--- config.mk ---
export PLATFORM = sky130hd
export DESIGN_NAME = xpfec_ctrl
export DESIGN_NICKNAME = d
export VERILOG_FILES = /design/src/sv/xpfec_pkg.sv /design/src/sv/xpfec_ctrl.sv
export SDC_FILE = /design/constraint.sdc
export NUM_CORES = 1
export LEC_CHECK = 0
export CAP_MARGIN = 25
export CORE_AREA = 4 4 41 43
export DETAILED_ROUTE_END_ITERATION = 7
export DIE_AREA = 0 0 45 47
export DONT_BUFFER_PORTS = 1
export PLACE_DENSITY = 0.3
export SLEW_MARGIN = 20
export SYNTH_ARGS = -nofsm -noshare
export SYNTH_HDL_FRONTEND = slang
export SYNTH_SLANG_ARGS = --single-unit
--- constraint.sdc ---
create_clock -name i_clk -period 1.33 [get_ports i_clk]
set_input_delay 0.0665 -clock i_clk [delete_from_list [all_inputs] [get_ports i_clk]]
set_output_delay 0.0665 -clock i_clk [all_outputs]
set_load 0.05 [all_outputs]
--- src/sv/xpfec_pkg.sv ---
// ----------------------------------------------------------------------------
// xpfec_pkg
// Types, constants and helper functions of the XOR parity FEC engine.
// ----------------------------------------------------------------------------
`default_nettype none

package xpfec_pkg;

    // Field widths
    localparam int unsigned WORD_W   = 32;
    localparam int unsigned IDX_W    = 11;
    localparam int unsigned BCNT_W   = 3;
    localparam int unsigned LEN_W    = 16;
    localparam int unsigned PCNT_W   = 15;
    localparam int unsigned TALLY_W  = 16;
    localparam int unsigned HDR_W    = 11;
    localparam int unsigned PAY_W    = 14;
    localparam int unsigned CFG_DW   = 14;
    localparam int unsigned CFG_IW   = 1;
    localparam int unsigned REGION_W = 13;
    localparam int unsigned CMP_W    = 16;

    // Store depth default
    localparam int unsigned STORE_WORDS_DEF = 2048;

    // Config reset values
    localparam logic [HDR_W-1:0] HDR_RST = 11'd12;
    localparam logic [PAY_W-1:0] PAY_RST = 14'd1500;

    // Config register indexes
    localparam logic [CFG_IW-1:0] CFG_HEADER  = 1'b0;
    localparam logic [CFG_IW-1:0] CFG_PAYLOAD = 1'b1;

    typedef enum logic [1:0] {
        ACT_ADD   = 2'd0,
        ACT_CLEAR = 2'd1,
        ACT_LOAD  = 2'd2,
        ACT_READ  = 2'd3
    } t_action;

    typedef enum logic [1:0] {
        RS_NONE        = 2'd0,
        RS_READY       = 2'd1,
        RS_MISS_DATA   = 2'd2,
        RS_MISS_PARITY = 2'd3
    } t_status;

    typedef enum logic [1:0] {
        ST_CLEAR,
        ST_IDLE,
        ST_EXEC
    } t_state;

    // Controller to datapath
    typedef struct packed {
        logic accept;
        logic commit;
        logic sweep_en;
    } t_cmd;

    // Datapath to controller
    typedef struct packed {
        logic is_clear;
        logic sweep_last;
    } t_stat;

    // Keep only the valid low bytes of a word
    function automatic logic [WORD_W-1:0] byte_mask(input logic [BCNT_W-1:0] cnt);
        logic [WORD_W-1:0] m;
        case (cnt)
            3'd0:    m = 32'h0000_0000;
            3'd1:    m = 32'h0000_00FF;
            3'd2:    m = 32'h0000_FFFF;
            3'd3:    m = 32'h00FF_FFFF;
            default: m = 32'hFFFF_FFFF;
        endcase
        return m;
    endfunction

    // Restore status from the signed tally
    function automatic t_status status_of(input logic [TALLY_W-1:0] tally);
        t_status s;
        if (tally == '0) begin
            s = RS_NONE;
        end else if (tally == '1) begin
            s = RS_READY;
        end else if (tally[TALLY_W-1]) begin
            s = RS_MISS_DATA;
        end else begin
            s = RS_MISS_PARITY;
        end
        return s;
    endfunction

endpackage

`default_nettype wire

--- src/sv/xpfec_ctrl.sv ---
// ----------------------------------------------------------------------------
// xpfec_ctrl
// Controller of the parity FEC engine: input and output handshake, item
// sequencing and the store clearing sweep.
// ----------------------------------------------------------------------------
`default_nettype none

module xpfec_ctrl (
    input  wire logic             i_clk,
    input  wire logic             i_rst_n,
    input  wire logic             i_in_valid,
    output logic                  o_in_stall,
    output logic                  o_out_valid,
    input  wire logic             i_out_stall,
    input  wire xpfec_pkg::t_stat i_stat,
    output xpfec_pkg::t_cmd       o_cmd
);

    xpfec_pkg::t_state r_state, n_state;
    logic              r_out_valid, n_out_valid;
    logic              out_free;

    // State and output-valid registers; reset starts a clearing sweep
    always_ff @(posedge i_clk) begin
        if (!i_rst_n) begin
            r_state     <= xpfec_pkg::ST_CLEAR;
            r_out_valid <= 1'b0;
        end else begin
            r_state     <= n_state;
            r_out_valid <= n_out_valid;
        end
    end

    assign out_free = !r_out_valid || !i_out_stall;

    // Next state and commands
    always_comb begin
        n_state        = r_state;
        o_in_stall     = 1'b1;
        o_cmd.accept   = 1'b0;
        o_cmd.commit   = 1'b0;
        o_cmd.sweep_en = 1'b0;
        case (r_state)
            xpfec_pkg::ST_IDLE: begin
                o_in_stall = 1'b0;
                if (i_in_valid) begin
                    o_cmd.accept = 1'b1;
                    n_state      = xpfec_pkg::ST_EXEC;
                end
            end
            xpfec_pkg::ST_EXEC: begin
                // store read data is ready; commit once the result slot frees
                if (out_free) begin
                    o_cmd.commit = 1'b1;
                    n_state      = i_stat.is_clear ? xpfec_pkg::ST_CLEAR
                                                   : xpfec_pkg::ST_IDLE;
                end
            end
            xpfec_pkg::ST_CLEAR: begin
                o_cmd.sweep_en = 1'b1;
                if (i_stat.sweep_last) begin
                    n_state = xpfec_pkg::ST_IDLE;
                end
            end
            default: begin
                n_state = xpfec_pkg::ST_IDLE;
            end
        endcase
    end

    // Result beat held until taken
    assign n_out_valid = o_cmd.commit || (r_out_valid && i_out_stall);
    assign o_out_valid = r_out_valid;

endmodule

`default_nettype wire

==> results.cfg <==
[worst_setup_path]
r2r_cells = 3
path_cells = nand3b_1 -> inv_1
end_kind = output port
cp_data_required_time_ps = 1260
rrSetupSlack_ps = 430
cpLargestDelayFamily = buffers and inverters
reg2reg_from = r_state[0]$_SDFFE_PN0P_
cp.arrival_ps = 1110
rr_endpoint = r_state[1]$_SDFFE_PN0P_
cp_max_fo = 5
critPathMaxStageDelay_ps = 340
start_kind = register
cp.depth = 2
setup.worst_path.end = o_cmd[2]
critPathBufInv = 1
path_class = reg -> out
slowest_stage = inv_1
crit_start = r_state[1]$_SDFFE_PN0P_

[floorplan]
rows = 13
fp.dieW_um = 45
io_pins = 11
initial_core_util_pct = 10.6
die_h_um = 47
die_area_sq_mm = 0.00212
core_sq_mm = 0.00130

[yosys]
synth_compound_gate_area_share_pct = 20.0
synth.area.mux_share_pct = 0
yosysWarnings = 0
syn_nets = 24
synth_top_family_by_area = simple AND/OR/NAND/NOR gates
postSynthCellCount = 18
synth_cell_types = 10
avgSynthCellArea_sq_um = 7.65
yosysSeqAreaShare_pct = 43.6
synth_fa_ha_area_share_pct = 0
ys_seq_elements = 3
synth_area_sq_um = 138
synthXorXnorAreaFrac_pct = 0
yosys.area_share.simple_pct = 30.9

[global_route]
first_global_vias = 135
antenna_found_initial = 0
track_usage_pct = 4.73
grt_max_degree = 6
gr-total-overflow = 0
grt_pass1_wl_um = 586

[clock_tree]
cts_inserted_buffers = 3
post-cts-setup-buffer-count = 0
clock-sinks = 3
cts_max_level = 1
cts.path.max_buffers = 2
path_clk_slew_ps = 40
insertion_delay_ps = 230
cts_tree = built
cts_resized = 0
cts_root_buffer = clkbuf_4

[sta]
tightest_slew_ps = 465
fin_crit_ps = 1180
fin_crit_sh_pct = 88.6
fin_worst_skew_ps = 2.54
hold_violations = 0
fmax_mhz = 848
max-slew-margin-rel_pct = 68.9
setup_viol_count_final = 0
rsz0062_at_grt = no
final.setup.tns_ps = 0
drv_slew = 0

[power]
peakVddDrop_mv = 0.481
intPower_w = 0.000225
p_seq_share_pct = 30.6
power_density_mw_per_mm2 = 1500
p_clk_share_pct = 49.5
leakage_nw = 0.0923
swShare_pct = 31.5
netSwitchingPower_w = 0.000103
comb_power_share_pct = 19.8

[route]
post_drt_wl_per_cell_um = 9.61
drt_iter0_markers = 3
wl_met1_um = 203
routed-wl-met2_um = 91
vias = 153
top_layer_used = met3
drc_errors = 0
viasPerCell = 3.73
drt_wl_total_um = 394
ant_nets = 0
dr_wl_met3_um = 99
drt_first_pass_iters = 2

[finish]
drive_gt1_share_pct = 26.9
diodes = 0
utilization_pct = 16.8
finish.net_count = 33
syn_to_final_growth_pct = 59.1
finalInstanceArea_sq_um = 219
final_cells = 41

[placed_design]
dp_cells = 36
port_buffers = 0
dpl.hpwl_um = 294
routabilityCongestion = 0.567
placedInstanceArea_sq_um = 183

[min_path]
whs_path_depth = 2
hold_path.class = in -> reg

[status]
run_status = finished, final reports clean

[flow_run]
max-cap-violations = 0
==> worst min-delay path by stage <==
stage | startpoint | endpoint | slack, ps
finish | i_stat[1] | r_state[0]$_SDFFE_PN0P_ | 30
global route | i_stat[1] | r_state[0]$_SDFFE_PN0P_ | 30
CTS | i_stat[1] | r_state[0]$_SDFFE_PN0P_ | 20
detailed placement | i_rst_n | r_state[1]$_SDFFE_PN0P_ | 190
global placement | i_rst_n | r_state[0]$_SDFFE_PN0P_ | 190
floorplan | i_rst_n | r_state[0]$_SDFFE_PN0P_ | 180
==> cell usage after synthesis <==
| master | count | area, sq um |
|---|---|---|
| a21oi_1 | 3 | 15.0 |
| dfxtp_1 | 3 | 60.1 |
| nand2_1 | 3 | 11.3 |
| inv_1 | 2 | 7.51 |
| nand3b_1 | 2 | 15.0 |
| a21boi_1 | 1 | 7.51 |
| and2_1 | 1 | 6.26 |
| nand2b_1 | 1 | 6.26 |
| nor2_1 | 1 | 3.75 |
| o21ai_1 | 1 | 5.00 |
==> cells in the final DEF, fill, tap and decap left out, drive strengths merged <==
cell type,count
and2,1
a21boi,1
nand2,3
dfxtp,3
dlygate4sd3,1
nand2b,1
nor2,1
nand3b,2
clkbuf,4
inv,2
buf,3
a21oi,3
o21ai,1
==> area by class of cell <==
cell class / instances / area, sq um
inverter: 2 / 7.51
timing repair buffer: 4 / 32.5
tap: 15 / 18.8
fill: 158 / 1080
multi-input combinational: 13 / 73.8
sequential: 3 / 60.1
clock buffer: 4 / 26.3
==> what timing repair did <==
item / CTS / global route
hold endpoints to repair: 3 / 0
endpoints found under the setup margin: 0 / 0
hold buffers: 1 / 0
==> cell families (layout without fill, tap and decap cells) <==
family,Yosys count,count (layout)
AOI/OAI and AO/OA,5,5
buffers and inverters,2,10
DFF,3,3
and+or+nand+nor,8,8
==> power by group through the flow <==
stage                     Combinational, W  Sequential, W  Clock [W]
after CTS                        0.0000655       0.000100   0.000171
after detailed placement         0.0000624       0.000102          0
after floorplan                  0.0000486       0.000104          0
after global routing             0.0000687       0.000101   0.000186
after global placement           0.0000619       0.000101          0
final                            0.0000650       0.000101   0.000163
==> metrics by stage <==
| stage | hold WS (ps) | setup slack (ps) | total power (W) |
|---|---|---|---|
| 2_1_floorplan | 183 | 231 | 0.000152 |
| 3_3_place_gp | 192 | 414 | 0.000163 |
| 3_5_place_dp | 193 | 386 | 0.000164 |
| 4_1_cts | 22.8 | 128 | 0.000337 |
| 5_1_grt | 33.9 | 50.3 | 0.000356 |
| 6_report | 29.4 | 151 | 0.000328 |
==> state kept, by name, indices dropped and copies added, names as in the netlist <==
name / cells
r_state: 2
o_out_valid: 1
==> metal layers <==
metal,GRT usage (%),vias to the layer above
li1,-,75
met1,4.98,65
met2,3.39,13
met3,7.66,0
met4,3.51,0
met5,0,-
Note: power is estimated with default switching activity, not from simulation.
